## src/sv/aho_phase_ram.sv

```systemverilog
// ---------------------------------------------------------------------------
// aho_phase_ram
// Phase accumulator store: one write and one registered read per cycle.
// Entries not yet written since reset read as zero.
// ---------------------------------------------------------------------------
module aho_phase_ram #(
   parameter int DEPTH = 10,
   parameter int WIDTH = 32,
   localparam int ADDR_W = (DEPTH > 1) ? $clog2(DEPTH) : 1
) (
   input  logic              clock,
   input  logic              reset,
   input  logic              rd_en,
   input  logic [ADDR_W-1:0] rd_addr,
   output logic [WIDTH-1:0]  rd_data,
   input  logic              wr_en,
   input  logic [ADDR_W-1:0] wr_addr,
   input  logic [WIDTH-1:0]  wr_data
);

   logic [WIDTH-1:0] mem [DEPTH];
   logic [DEPTH-1:0] written_ff;
   logic [WIDTH-1:0] rd_data_ff;

   always_ff @(posedge clock) begin
      if (wr_en) begin
         mem[wr_addr] <= wr_data;
      end
      if (rd_en) begin
         rd_data_ff <= written_ff[rd_addr] ? mem[rd_addr] : '0;
      end
   end

   always_ff @(posedge clock) begin
      if (reset) begin
         written_ff <= '0;
      end else if (wr_en) begin
         written_ff[wr_addr] <= 1'b1;
      end
   end

   assign rd_data = rd_data_ff;

endmodule

```

## config.mk

```make
export PLATFORM = sky130hd
export DESIGN_NAME = aho_phase_ram
export DESIGN_NICKNAME = d
export VERILOG_FILES = /design/src/sv/aho_phase_ram.sv
export SDC_FILE = /design/constraint.sdc
export NUM_CORES = 1
export LEC_CHECK = 0
export BUFFER_PORTS_ARGS = -buffer_cell sky130_fd_sc_hd__buf_2
export CORE_ASPECT_RATIO = 0.5
export CORE_MARGIN = 2
export CORE_UTILIZATION = 40
export DETAILED_ROUTE_END_ITERATION = 12
export PLACE_DENSITY = 0.6
export SLEW_MARGIN = 20
export SYNTH_ARGS = -nofsm -noshare
export SYNTH_HDL_FRONTEND = slang
export SYNTH_SLANG_ARGS = --single-unit
```

## constraint.sdc

```tcl
create_clock -name clock -period 6.7 [get_ports clock]
set_input_delay 2.01 -clock clock [delete_from_list [all_inputs] [get_ports clock]]
set_output_delay 2.01 -clock clock [all_outputs]
set_load 0.02 [all_outputs]
```

======== After elaboration in Yosys (flattened, before gate mapping) ========
Memory sizes are Yosys's and may differ from the RTL's. A register that Yosys moved wholly into a read port is not among the register bits.
Cells that the tools add are included.
cells by class
  magnitude comparators ................... 3
  reductions and logical operators ........ 2
  multiplexer cells ....................... 6
  bitwise operators ....................... 1
operators with widths
  cell                                                                number
  < comparator 4 x 5 -> 1 bit (second input constant)                 2
  bitwise OR 10 bit                                                   1
  binary-select mux 1 bit (select 4 bit)                              1
  demux 1 bit (select 4 bit)                                          1
  greater-or-equal comparator 4 x 1 -> 1 bit (second input constant)  1
  two-way mux 1 bit                                                   4
  logical AND 1 bit                                                   1
  zero test 1 bit                                                     1
word-level totals
  register bits after elaboration ......... 10
  memory bits (writable) .................. 320
  memories ................................ 1
memory list
  memory  depth  width  read ports  clocked after memory_dff  write ports  line  source
  mem     10     32     1           1                         1            21    logic [WIDTH-1:0] mem [DEPTH];

======== Logic depth before layout (Yosys ltp) ========
  word-level depth ........................ 5
  depth in mapped cells ................... 7
  gate-level depth less buffers ........... 4

======== Worst setup path before layout ========
OpenSTA, ideal clock, no wires.
  kind .................................... input to register
  from .................................... input wr_addr[0]
  to ...................................... memory mem[0][0] (enable)
  stages on the path ...................... 2
  slack ................................... 1.474 ns
  path buffers ............................ 0
  arrival time ............................ 4.762 ns
  cells stage by stage .................... or3b_2 nor3_1
RTL lines
  item             line  source
  start, declared  17    input logic [ADDR_W-1:0] wr_addr,
  end, declared    21
No word-level cell before the write port.

======== Final worst setup path ========
  from .................................... input rd_addr[1]
  to ...................................... register rd_data_ff[29] (netlist: rd_data[29]), read port of mem (data pin)
on the way
  cells in the longest elaborated chain, start to end .. 3
ends and longest elaborated chain
  item                                     line  source
  start, declared                          14    input logic [ADDR_W-1:0] rd_addr,
  binary-select mux 1 bit (select 4 bit)   30    rd_data_ff <= written_ff[rd_addr] ? mem[rd_addr] : '0;
  two-way mux 1 bit (not written as such)  30
  zero test 1 bit (no line)                n/a
  end, declared                            23    logic [WIDTH-1:0] rd_data_ff;
Parallel ways exist; a longest one is shown, timed or not. The select of a mux whose other input is x is not followed.
A chain may end at the register's enable or synchronous reset.

==> run metrics <==
status finished clean; Net Count, Synth 678; Yosys reg bits 362; die area 35720 um^2; mean area per synthesized cell 21.54 um^2; Clock Sinks 362; Yosys top cell by area edfxtp_1; ys async rst share 0; Clock transition at path regs 0.06 ns; fraction of layout cells with a size suffix above 1 0.2916; Tightest Pin Transition 1.058 ns; P&R area growth vs syn 15.21%; Reg2Reg Depth 5; DRC viols 0; Worst Setup End Kind flop; post_cts resized 0; kind of critical path input port to flop; post-route minimum period 4.147 ns; # fillers 2720; Fin. Hold Viols 0; root buffer cell clkbuf_16; num ports 76; max incr delay on CP 0.62 ns; clock latency on the worst-skew pair 0.52 ns; most frequent cell after synthesis edfxtp_1; crit-path max FO 34; largest net degree at the start of global routing 78; Vias/cell 5.286; Die H 134.6 um; post-CTS setup buffers 0; initial antenna violation count 0; DR WL/cell 23.02 um; Worst slew margin 0.2948; Post-synth top cells edfxtp_1 (352), mux4_2 (65), a211oi_1 (64); Worst EP required 6.91 ns; utilization after layout 0.4718; CP Data Arrival Time 4.36 ns; via count 6301; drt first pass iters 5; RePlAce Congestion 0.6869; Die X 265.3 um; sequential-to-total area share from yosys stat 0.7888; H-tree depth 2; setup slack, reg-to-reg 4.27 ns; post-synth top area share 0.7741; DRT iter0 DRCs 543; Reg area 10770 um^2; hold buffer count at CTS 0; Final setup viols 0; max-slew violations 0; hpwl dp 13.73 mm; CTS buffer count 35; Power per Cell Area 300.6 nW/um^2; Routed WL 27.44 mm; Cell Rows 47; HP Class flop to flop; P_leak 5.128 nW; Routed Antenna Nets 0; critical path launch point type input port; Post-synth EDFFs 352; GRT Total Usage 0.1592; synthesized area 13650 um^2; core area 33340 um^2; period utilization 0.6190; first-pass GRT wire length 41.92 mm; FMAX 241.1 MHz; pre-CTS WS 1.979 ns; worst vdd ir 149.4 uV; vias in the first global route 6806; GRT overflow 0; Synth cell types 22; cells along the critical path buf_2, buf_4, clkinv_1, buf_4, a31oi_1, a32oi_2, buf_4, a211oi_1; unrepaired setup endpoints after global routing false; Clock Path Buffers 3; CTS tree yes; diode count 0; Starting Density 0.4095; synthesized instance count 634; Layout Nets 771; Clock Skew 0.02607 ns; cell mode on critical path buf_4; Pwr Total 4.729 mW; IO buf count 75; Yosys warnings 0; Multi-input gate area 2755 um^2; Finished Layout Cells 1192; setup_tns 0 ns; dpl cells 1131; Slowest cell on crit path a32oi_2; Hold Crit Depth 2; Synth Flop Type edfxtp_1; top post-synthesis cells by area edfxtp_1 (77%), mux4_2 (11%), a211oi_1 (3.5%); Worst Slack Setup Final 2.553 ns; max capacitance violation total 0
## critical path, delay by kind of cell
kind,cells,cell delay [ns]
buf+inv,5,1.40
compound gates,3,0.89
## placed cells by master, fill, tap and decap left out, types with 2 or more instances in the layout
cell type	netlist	layout
and2_1	32	32
clkinv_1	1	10
clkbuf_16	0	37
buf_2	8	74
dfxtp_1	10	10
clkbuf_1	16	2
edfxtp_1	352	352
nor3_2	0	4
nand3b_1	2	2
nor2_4	0	6
mux2i_1	34	34
buf_4	5	15
clkinv_2	0	8
mux4_2	65	65
bufinv_16	0	4
nor2_1	27	21
nand2b_1	2	2
a211oi_1	64	64
## flip-flops by register name, summed over array words and instances, names as in the netlist
name        flops
written_ff     10
rd_data        32
mem           320
## power breakdown
group | total (mW) | internal [mW] | switching, mW
logic | 0.230 | 0.0878 | 0.142
registers | 2.55 | 2.54 | 0.0121
clock network | 1.95 | 1.15 | 0.796
## layout make-up
class	instances	area share
Timing Repair Buffer	91	0.03269
Sequential cell	362	0.6846
Tap cell	441	0.03508
Multi-Input combinational cell	236	0.1751
Clock buffer	39	0.05933
Clock inverter	22	0.01288
Inverter	1	0.0002386
## routing by layer
layer  vias up  part of all wire  GRT usage
li1       2825                 -          -
met1      3282              0.41     0.2055
met2       163              0.50     0.2816
met3        31             0.067    0.02918
met4         0             0.013    0.03923
met5         -                 0          0
## cells by family (layout without fill, tap and decap cells)
group,count (synthesis),count (layout),share of synthesized area
compound gates,67,67,0.03748
buf+inv,36,153,0.01420
flops,362,362,0.7888
mux,100,100,0.1330
simple gates,69,69,0.02657
## final timing paths
check / startpoint / to
worst min register to register: written_ff[7]$_SDFFE_PP0P_ / written_ff[7]$_SDFFE_PP0P_
worst max register to register: written_ff[6]$_SDFFE_PP0P_ / rd_data[29]$_SDFFCE_PN0P_
worst min-delay path: written_ff[7]$_SDFFE_PP0P_ / written_ff[7]$_SDFFE_PP0P_
worst max-delay path: rd_addr[1] / rd_data[29]$_SDFFCE_PN0P_
## stage by stage
step,hold WS [ns],area [um^2]
3_5_place_dp,0.4592,14600
2_1_floorplan,0.4346,13650
6_report,0.4702,15730
5_1_grt,0.4920,15730
4_1_cts,0.4731,15730
3_3_place_gp,0.4456,14600
No activity file was read; power rests on OpenSTA's default activity.
