===== config.mk =====
export PLATFORM = sky130hd
export DESIGN_NAME = aho_sine_eval
export DESIGN_NICKNAME = d
export VERILOG_FILES = /design/src/sv/aho_pkg.sv /design/src/sv/aho_sine_eval.sv
export SDC_FILE = /design/constraint.sdc
export NUM_CORES = 2
export LEC_CHECK = 0
export CAP_MARGIN = 10
export CORE_ASPECT_RATIO = 1.75
export CORE_MARGIN = 1.5
export CORE_UTILIZATION = 61
export DETAILED_ROUTE_END_ITERATION = 10
export DONT_BUFFER_PORTS = 1
export PLACE_DENSITY = 0.88
export RECOVER_POWER = 25
export SETUP_SLACK_MARGIN = 0.05
export SKIP_CTS_REPAIR_TIMING = 1
export SKIP_LAST_GASP = 1
export SLEW_MARGIN = 0
export SYNTH_ARGS = -nofsm -noshare
export SYNTH_HDL_FRONTEND = slang
export SYNTH_SLANG_ARGS = --single-unit

===== constraint.sdc =====
create_clock -name clock -period 7.1 [get_ports clock]
set_input_delay 1.42 -clock clock [delete_from_list [all_inputs] [get_ports clock]]
set_output_delay 1.42 -clock clock [all_outputs]
set_load 0.01 [all_outputs]

===== src/sv/aho_pkg.sv =====
// ---------------------------------------------------------------------------
// aho_pkg
// Types, constants and harmonic tables of the additive harmonic oscillator.
// ---------------------------------------------------------------------------
package aho_pkg;

   // Configuration register indexes.
   localparam int CSR_IDX_W = 3;
   localparam logic [CSR_IDX_W-1:0] CSR_BASE_STEP  = 3'd0;
   localparam logic [CSR_IDX_W-1:0] CSR_GAIN       = 3'd1;
   localparam logic [CSR_IDX_W-1:0] CSR_DECAY      = 3'd2;
   localparam logic [CSR_IDX_W-1:0] CSR_TICK_LIMIT = 3'd3;

   localparam int CSR_DATA_W = 32;
   localparam int GAIN_W     = 12;
   localparam int DECAY_W    = 16;
   localparam int COUNT_W    = 16;
   localparam int ENV_W      = 17;

   localparam logic [GAIN_W-1:0]  GAIN_RESET  = 12'd1000;
   localparam logic [DECAY_W-1:0] DECAY_RESET = 16'd65528;
   localparam logic [COUNT_W-1:0] LIMIT_RESET = 16'd65535;
   localparam logic [ENV_W-1:0]   ENV_ONE     = 17'd65536;

   // Harmonic index, wide enough for the largest harmonic count.
   localparam int HARM_IDX_W = 4;
   localparam int MULT_W     = 21;
   localparam int AMP_W      = 17;

   // Step product: only bits up to 47 reach the phase.
   localparam int PROD_W = 48;

   // Sine polynomial constants.
   localparam logic [12:0] SIN_C3  = 13'd5223;
   localparam logic [15:0] SIN_C2  = 16'd42334;
   localparam logic [16:0] SIN_C1  = 17'd102944;
   localparam logic [16:0] SIN_MAX = 17'd32767;
   localparam logic [16:0] X_ONE   = 17'd65536;

   // Datapath widths of the mixer and the output scaler.
   localparam int SINE_W  = 15;
   localparam int TERM_W  = 33;
   localparam int ACC_W   = 36;
   localparam int MAG_W   = 32;
   localparam int MG_W    = 44;
   localparam int MG_LO_W = 22;
   localparam int PP_W    = 39;
   localparam int SUM_W   = 61;
   localparam int RND_W   = 14;
   localparam int RND_POS = 47;

   typedef struct packed {
      logic                  valid;
      logic [HARM_IDX_W-1:0] harmonic;
   } harm_tag_type;

   // Detuned frequency multipliers, Q5.16.
   function automatic logic [MULT_W-1:0] harm_mult(input logic [HARM_IDX_W-1:0] k);
      logic [MULT_W-1:0] m;
      case (k)
         4'd0:    m = 21'd65536;
         4'd1:    m = 21'd131213;
         4'd2:    m = 21'd196831;
         4'd3:    m = 21'd261997;
         4'd4:    m = 21'd327765;
         4'd5:    m = 21'd393445;
         4'd6:    m = 21'd426303;
         4'd7:    m = 21'd524334;
         4'd8:    m = 21'd589719;
         4'd9:    m = 21'd655596;
         4'd10:   m = 21'd720896;
         4'd11:   m = 21'd786432;
         4'd12:   m = 21'd851968;
         4'd13:   m = 21'd917504;
         4'd14:   m = 21'd983040;
         default: m = 21'd1048576;
      endcase
      return m;
   endfunction

   // Harmonic amplitudes, Q1.16; harmonics past the tenth are silent.
   function automatic logic [AMP_W-1:0] harm_amp(input logic [HARM_IDX_W-1:0] k);
      logic [AMP_W-1:0] a;
      case (k)
         4'd0:    a = 17'd65536;
         4'd1:    a = 17'd9515;
         4'd2:    a = 17'd4045;
         4'd3:    a = 17'd1997;
         4'd4:    a = 17'd1185;
         4'd5:    a = 17'd409;
         4'd6:    a = 17'd258;
         4'd7:    a = 17'd130;
         4'd8:    a = 17'd173;
         4'd9:    a = 17'd126;
         default: a = 17'd0;
      endcase
      return a;
   endfunction

endpackage


===== src/sv/aho_sine_eval.sv =====
// ---------------------------------------------------------------------------
// aho_sine_eval
// Six-stage pipeline: phase to quarter-wave argument, odd polynomial sine,
// clamp, and weighting by the harmonic's amplitude.
// ---------------------------------------------------------------------------
module aho_sine_eval #(
   parameter int PHASE_WIDTH      = 32,
   parameter int SINE_TABLE_DEPTH = 1024
) (
   input  logic                         clock,
   input  logic                         reset,
   input  aho_pkg::harm_tag_type        in_tag,
   input  logic [PHASE_WIDTH-1:0]       in_phase,
   output aho_pkg::harm_tag_type        out_tag,
   output logic [aho_pkg::TERM_W-1:0]   out_term
);

   localparam int SAW    = $clog2(SINE_TABLE_DEPTH);
   localparam int STAGES = 6;

   aho_pkg::harm_tag_type tag_ff [STAGES];

   logic [SAW-1:0] addr;
   logic [15:0]    frac;
   logic [1:0]     quad1_in;
   logic [16:0]    x1_in;
   logic [33:0]    sq;
   logic [16:0]    q2_in;
   logic [29:0]    p3;
   logic [15:0]    t1_in;
   logic [32:0]    p4;
   logic [16:0]    t2_in;
   logic [33:0]    p5;
   logic [16:0]    y_full;
   logic [aho_pkg::SINE_W-1:0] y5_in;
   logic [31:0]    prod6;
   logic [aho_pkg::TERM_W-1:0] term6_in;

   logic [1:0]  quad1_ff, quad2_ff, quad3_ff, quad4_ff, quad5_ff;
   logic [16:0] x1_ff, x2_ff, x3_ff, x4_ff;
   logic [16:0] q2_ff, q3_ff;
   logic [15:0] t1_ff;
   logic [16:0] t2_ff;
   logic [aho_pkg::SINE_W-1:0] y5_ff;
   logic [aho_pkg::TERM_W-1:0] term6_ff;

   always_comb begin
      // Table address, then its position within the quadrant on 16 bits.
      addr     = in_phase[PHASE_WIDTH-1 -: SAW];
      frac     = 16'(18'(addr) << (18 - SAW));
      quad1_in = addr[SAW-1 -: 2];
      x1_in    = quad1_in[0] ? (aho_pkg::X_ONE - {1'b0, frac}) : {1'b0, frac};

      sq    = 34'(x1_ff) * 34'(x1_ff);
      q2_in = sq[32:16];

      p3    = 30'(aho_pkg::SIN_C3) * 30'(q2_ff);
      t1_in = aho_pkg::SIN_C2 - {2'b00, p3[29:16]};

      p4    = 33'(t1_ff) * 33'(q3_ff);
      t2_in = aho_pkg::SIN_C1 - p4[32:16];

      p5     = 34'(t2_ff) * 34'(x4_ff);
      y_full = p5[33:17];
      y5_in  = (y_full > aho_pkg::SIN_MAX) ? aho_pkg::SIN_MAX[aho_pkg::SINE_W-1:0]
                                           : y_full[aho_pkg::SINE_W-1:0];

      prod6    = 32'(y5_ff) * 32'(aho_pkg::harm_amp(tag_ff[4].harmonic));
      term6_in = quad5_ff[1] ? (aho_pkg::TERM_W'(0) - aho_pkg::TERM_W'(prod6))
                             : aho_pkg::TERM_W'(prod6);
   end

   always_ff @(posedge clock) begin
      if (reset) begin
         for (int i = 0; i < STAGES; i++) begin
            tag_ff[i] <= '0;
         end
      end else begin
         tag_ff[0] <= in_tag;
         for (int i = 1; i < STAGES; i++) begin
            tag_ff[i] <= tag_ff[i-1];
         end
      end
   end

   always_ff @(posedge clock) begin
      quad1_ff <= quad1_in;
      x1_ff    <= x1_in;
      quad2_ff <= quad1_ff;
      x2_ff    <= x1_ff;
      q2_ff    <= q2_in;
      quad3_ff <= quad2_ff;
      x3_ff    <= x2_ff;
      q3_ff    <= q2_ff;
      t1_ff    <= t1_in;
      quad4_ff <= quad3_ff;
      x4_ff    <= x3_ff;
      t2_ff    <= t2_in;
      quad5_ff <= quad4_ff;
      y5_ff    <= y5_in;
      term6_ff <= term6_in;
   end

   assign out_tag  = tag_ff[STAGES-1];
   assign out_term = term6_ff;

endmodule


# After elaboration in Yosys (flattened, before gate mapping)

Memory sizes are Yosys's and may differ from the RTL's.
Index checks and enable logic that the tools add are counted.

Word-level logic and storage cells: 46
Memories: 2
Flip-flop bits (word level): 193
Bits in read-only memories: 224
Output and inout bits: 38
Bits of input ports: 39
RAM bits: 30

Muxes and demuxes: 11
Bitwise gates (word level): 6
Multipliers: 5
$add $sub $neg: 4
Order comparisons: 1

Memory list:

| name             | depth | width | rd ports | clocked after Yosys merged registers in | wr ports | RTL line            | text |
|---|---|---|---|---|---|---|---|
| (name not given) | 16    | 14    | 1        | 0                                       | 0        | aho_pkg.sv:84       | `case (k)` |
| tag_ff           | 6     | 5     | 6        | 0                                       | 6        | aho_sine_eval.sv:21 | `aho_pkg::harm_tag_type tag_ff [STAGES];` |

Operators by type and width:

| operator                                                                          | number |
|---|---|
| 17-bit by 17-bit multiplier with 34-bit output                                    | 1 |
| 16-bit by 17-bit multiplier with 33-bit output                                    | 1 |
| 17-bit by 17-bit multiplier with 33-bit output                                    | 1 |
| 1-bit by 32-bit subtractor with 33-bit output, first input constant               | 1 |
| 15-bit by 17-bit multiplier with 32-bit output                                    | 1 |
| 32-bit 2-to-1 mux                                                                 | 1 |
| 13-bit by 17-bit multiplier with 30-bit output, first input constant              | 1 |
| 5-bit 2-to-1 mux                                                                  | 6 |
| 17-bit by 15-bit greater-than comparator with 1-bit output, second input constant | 1 |
| 17-bit by 16-bit subtractor with 17-bit output, first input constant              | 1 |
| 17-bit subtractor, first input constant                                           | 1 |
| 16-bit 2-to-1 mux                                                                 | 1 |
| 16-bit by 14-bit subtractor with 16-bit output, first input constant              | 1 |
| 1-bit bitwise OR                                                                  | 6 |
| 1-bit 2-to-1 mux                                                                  | 3 |

# Logic depth before layout (Yosys ltp)

An unclocked memory read counts as a cell.

Depth after elaboration: 5
Gate-level depth with buffers: 31

# Least setup slack after synthesis

OpenSTA, ideal clock, no wires.

Kind: reg2reg
Start point: mem tag_ff[4][2] (netlist name)
End point: reg term6_ff (netlist bit out_term[32])
Stages on the path, launching flop included: 29
Arrival: 7231 ps
Slack: -256 ps
Period minus slack after synthesis: 7356 ps
Data required time: 6975 ps
Setup time: 125 ps
Cell sequence: dfxtp_1 > clkbuf_1 > clkbuf_1 > o21ai_0 > clkbuf_1 > and2_1 > fa_1 > inv_1 > fa_1 > inv_1 > fa_1 > inv_1 > fa_1 > inv_1 > fa_1 > inv_1 > fa_1 > inv_1 > ha_1 > a21oi_1 > nand2b_1 > a21boi_1 > or3_1 > a21oi_1 > xnor2_1 > or2_1 > nor3_2 > nand4_1 > o41a_1

RTL lines:

| element              | RTL line             | text |
|---|---|---|
| start, declared      | aho_sine_eval.sv:21  |  |
| end signal, assigned | aho_sine_eval.sv:101 | `term6_ff <= term6_in;` |
| end, declared        | aho_sine_eval.sv:45  | `logic [aho_pkg::TERM_W-1:0] term6_ff;` |

# Worst setup path after layout

Start point: reg t1_ff[7]
End point: reg t2_ff[16]

Cells in the longest elaborated chain, start to end: 2

RTL lines:

| element                                        | RTL line            | text |
|---|---|---|
| start, declared                                | aho_sine_eval.sv:42 | `logic [15:0] t1_ff;` |
| start signal, assigned                         | aho_sine_eval.sv:95 | `t1_ff <= t1_in;` |
| 16-bit by 17-bit multiplier with 33-bit output | aho_sine_eval.sv:60 | `p4 = 33'(t1_ff) * 33'(q3_ff);` |
| 17-bit subtractor                              | aho_sine_eval.sv:61 | `t2_in = aho_pkg::SIN_C1 - p4[32:16];` |
| net t2_in[16]                                  | aho_sine_eval.sv:32 | `logic [16:0] t2_in;` |
| end signal, assigned                           | aho_sine_eval.sv:98 | `t2_ff <= t2_in;` |
| end, declared                                  | aho_sine_eval.sv:43 | `logic [16:0] t2_ff;` |

The timed path passes the listed nets, and every way through them passes these cells.
A chain may end at the register's enable or synchronous reset.

==> flow_summary_export.csv <==
group,metric,value,unit
finish,area_growth_syn_to_layout,12.7,%
yosys,yosysSeqAreaShare,0.113,
critical_path,cp-start-kind,"flop",
critical_path,critical_path.max_fanout,6,
critical_path,crit_top_cell,"fa_1",
outcome,violations,"DRC, setup timing",
global_routing,grt_pass1_vias,28400,
cts,cts_made_buffers,17,
yosys,synth_cells,3540,
drt,drc,2,
yosys,netlist_area,32300,sq um
cts,clk_path_buf_depth,2,
finish,final_area,36400,sq um
yosys,synth-seq-cells,182,
floorplanning,start_util,0.617,
global_routing,grt_max_degree,43,
critical_path,cp_slowest_stage_delay,0.74,ns
floorplanning,io-pin-count,77,
placed_design,portBuffers,0,
timing,min_period,7.56,ns
drt,drt_first_pass_iters,9,
critical_path,path_cells,"buf_4 -> nand2_1 -> fa_1 -> fa_1 -> inv_1 -> fa_1 -> fa_1 -> fa_1 -> inv_1 -> fa_1 -> inv_1 -> ha_4 -> and4_4 -> and2_4 -> buf_4 -> o211ai_1 -> nand4_1 -> nor3b_1 -> o41ai_2 -> o211ai_2 -> a32oi_2 -> mux2i_1 -> nand4_1 -> a32o_1",
drt,vias,26500,
timing,rsz0062_at_grt,"true",
cts,htree_num_levels,4,
timing,setup_slack,-0.457,ns
cts,cts_tree,"built",
yosys,yosys_warnings,0,
timing,final_max_slew_viol_count,0,
floorplanning,core,52400,sq um
yosys,synthArstFlopShare,0,
global_routing,grt_antenna_before_repair,4,
run,max_cap_viol_count,0,
floorplanning,die_y,307,microns
finish,nFillCells,3323,
timing,fin_setup_tns,-1.85,ns
finish,fin_nets,4755,
finish,drive_gt1_frac,0.131,
finish,final_common_cell,"inv_1",
timing,setup_viol,13,
finish,fin_util,0.695,
yosys,synth-edff-count,0,
yosys,synth_flop_cell,"dfxtp_1",
timing,worstMarginPinSlew,1.15,ns
global_routing,grt.overflow.total,0,
cts,clock_sinks,182,
placed_design,gp_congestion,0.951,
cts,clk_pin_slew,0.08,ns
timing,fmax,0.132,GHz
timing,min_period_over_period,1.06,
critical_path,crit_type,"flop to flop",
drt,viasPerCell,6.04,
critical_path,crit_family,"adder cells",
critical_path,slowest_stage,"fa_1",
critical_path,arrival,7.95,ns
drt,routed_wl,93.7,mm
cts,clock_latency,0.50,ns
yosys,ys_types,86,
drt,wl_per_cell,21.3,microns
hold_path,hp-class,"flop to flop",
timing,hold_viol,0,
global_routing,grt_first_pass_wirelength,132,mm
timing,fin_skew,0.0206,ns
critical_path,crit_required,7.49,ns
placed_design,dpl.hpwl,67.9,mm
drt,drtAntennaViolNets,0,
floorplanning,fp.dieArea,54400,sq um
critical_path,cp.buffers_inverters,5,
drt,drtIter0Drc,2075,
floorplanning,die_w,177,microns
floorplanning,placement_rows,111,
yosys,avgSynthCellArea,9.12,sq um
outcome,status,"finished with violations",
finish,seq_area,3740,sq um
timing,maxSlewHeadroom,0.235,
finish,multi_input_area,26300,sq um
finish,most-common-layout-cells,"inv_1 (722), fa_1 (542), ha_1 (448)",
global_routing,grt_usage,0.313,
cts,cts.root.buffer_cell,"clkbuf_16",
critical_path,end_kind,"flop",
timing,hold_ws,0.318,ns
placed_design,placed_area,34500,sq um
-- cells in the mapped netlist, drive strengths merged (10+ instances only) --
| library cell | count | share of area |
|---|---|---|
| nand2 | 415 | 0.048 |
| clkbuf | 115 | 0.013 |
| nor2b | 47 | 0.0091 |
| fa | 550 | 0.34 |
| nand3 | 24 | 0.0037 |
| nand2b | 18 | 0.0035 |
| xnor2 | 82 | 0.022 |
| a31oi | 11 | 0.0021 |
| a21o | 34 | 0.0079 |
| nand4 | 14 | 0.0029 |
| o31ai | 16 | 0.0040 |
| and2 | 282 | 0.055 |
| nor3 | 25 | 0.0040 |
| a211oi | 19 | 0.0046 |
| nor2 | 78 | 0.0093 |
| xor2 | 53 | 0.014 |
| or3 | 10 | 0.0019 |
| inv | 745 | 0.087 |
| and3 | 62 | 0.012 |
| o21a | 18 | 0.0042 |
| a21oi | 88 | 0.014 |
| o21ai | 72 | 0.011 |
| ha | 469 | 0.18 |
| dfxtp | 182 | 0.11 |
-- kinds of logic (layout without fill, tap and decap cells) --
| family | count (synthesis) | after routing | share of synthesized area |
|---|---|---|---|
| other | 2 | 12 | 0.000232 |
| XOR/XNOR | 135 | 135 | 0.0368 |
| adder cells (fa/ha/maj) | 1019 | 1019 | 0.523 |
| AND/OR/NAND/NOR | 1005 | 1005 | 0.158 |
| AO/OA/AOI/OAI | 328 | 328 | 0.0674 |
| multiplexers | 6 | 6 | 0.00194 |
| flip-flops | 182 | 182 | 0.113 |
| buffers and inverters | 863 | 1025 | 0.101 |
-- area by class of cell --
cell class | instances | area share
multi-input cells | 2503 | 0.722
flip-flops and latches | 182 | 0.103
inverters | 745 | 0.0772
repair buffers | 248 | 0.0562
well taps | 678 | 0.0233
clock buffers | 17 | 0.0117
clock inverters | 15 | 0.00708
diodes | 2 | 0.000137
-- registers in the layout, indices dropped and copies added (netlist names) --
| signal | cells |
|---|---|
| out_term | 33 |
| tag_ff | 30 |
| t2_ff | 17 |
| q2_ff | 16 |
| q3_ff | 16 |
| t1_ff | 16 |
| y5_ff | 15 |
| x1_ff | 9 |
| x4_ff | 9 |
| x2_ff | 8 |
| x3_ff | 8 |
| quad1_ff | 1 |
| quad2_ff | 1 |
| quad3_ff | 1 |
| quad4_ff | 1 |
| quad5_ff | 1 |
-- final timing paths --
kind,cells past startpoint,slack (ns),startpoint,end
worst max-delay path,24,-0.46,t1_ff[7],t2_ff[16]
worst min-delay path,0,0.32,x3_ff[14],x4_ff[14]
worst max register to register,24,-0.46,t1_ff[7],t2_ff[16]
worst min register to register,0,0.32,x3_ff[14],x4_ff[14]
-- through the flow --
step	instances	setup slack [ns]
floorplan	3548	0.0583
global placement	4335	-0.250
detailed placement	4335	-0.386
CTS	4367	-0.412
global route	4388	-0.754
finish	4390	-0.457
-- metal layers --
layer | track usage | share of wire | vias up | routed length, microns
li1 | - | - | 11200 | -
met5 | 0 | 0.00049 | - | 46
met3 | 0.0458 | 0.079 | 826 | 7440
met4 | 0.289 | 0.12 | 2 | 10800
met2 | 0.599 | 0.52 | 1644 | 48400
met1 | 0.271 | 0.29 | 12800 | 27000
Power is left out: the tool's default activity adds up to more than one toggle a clock period on the data nets, which glitch-free logic cannot reach.
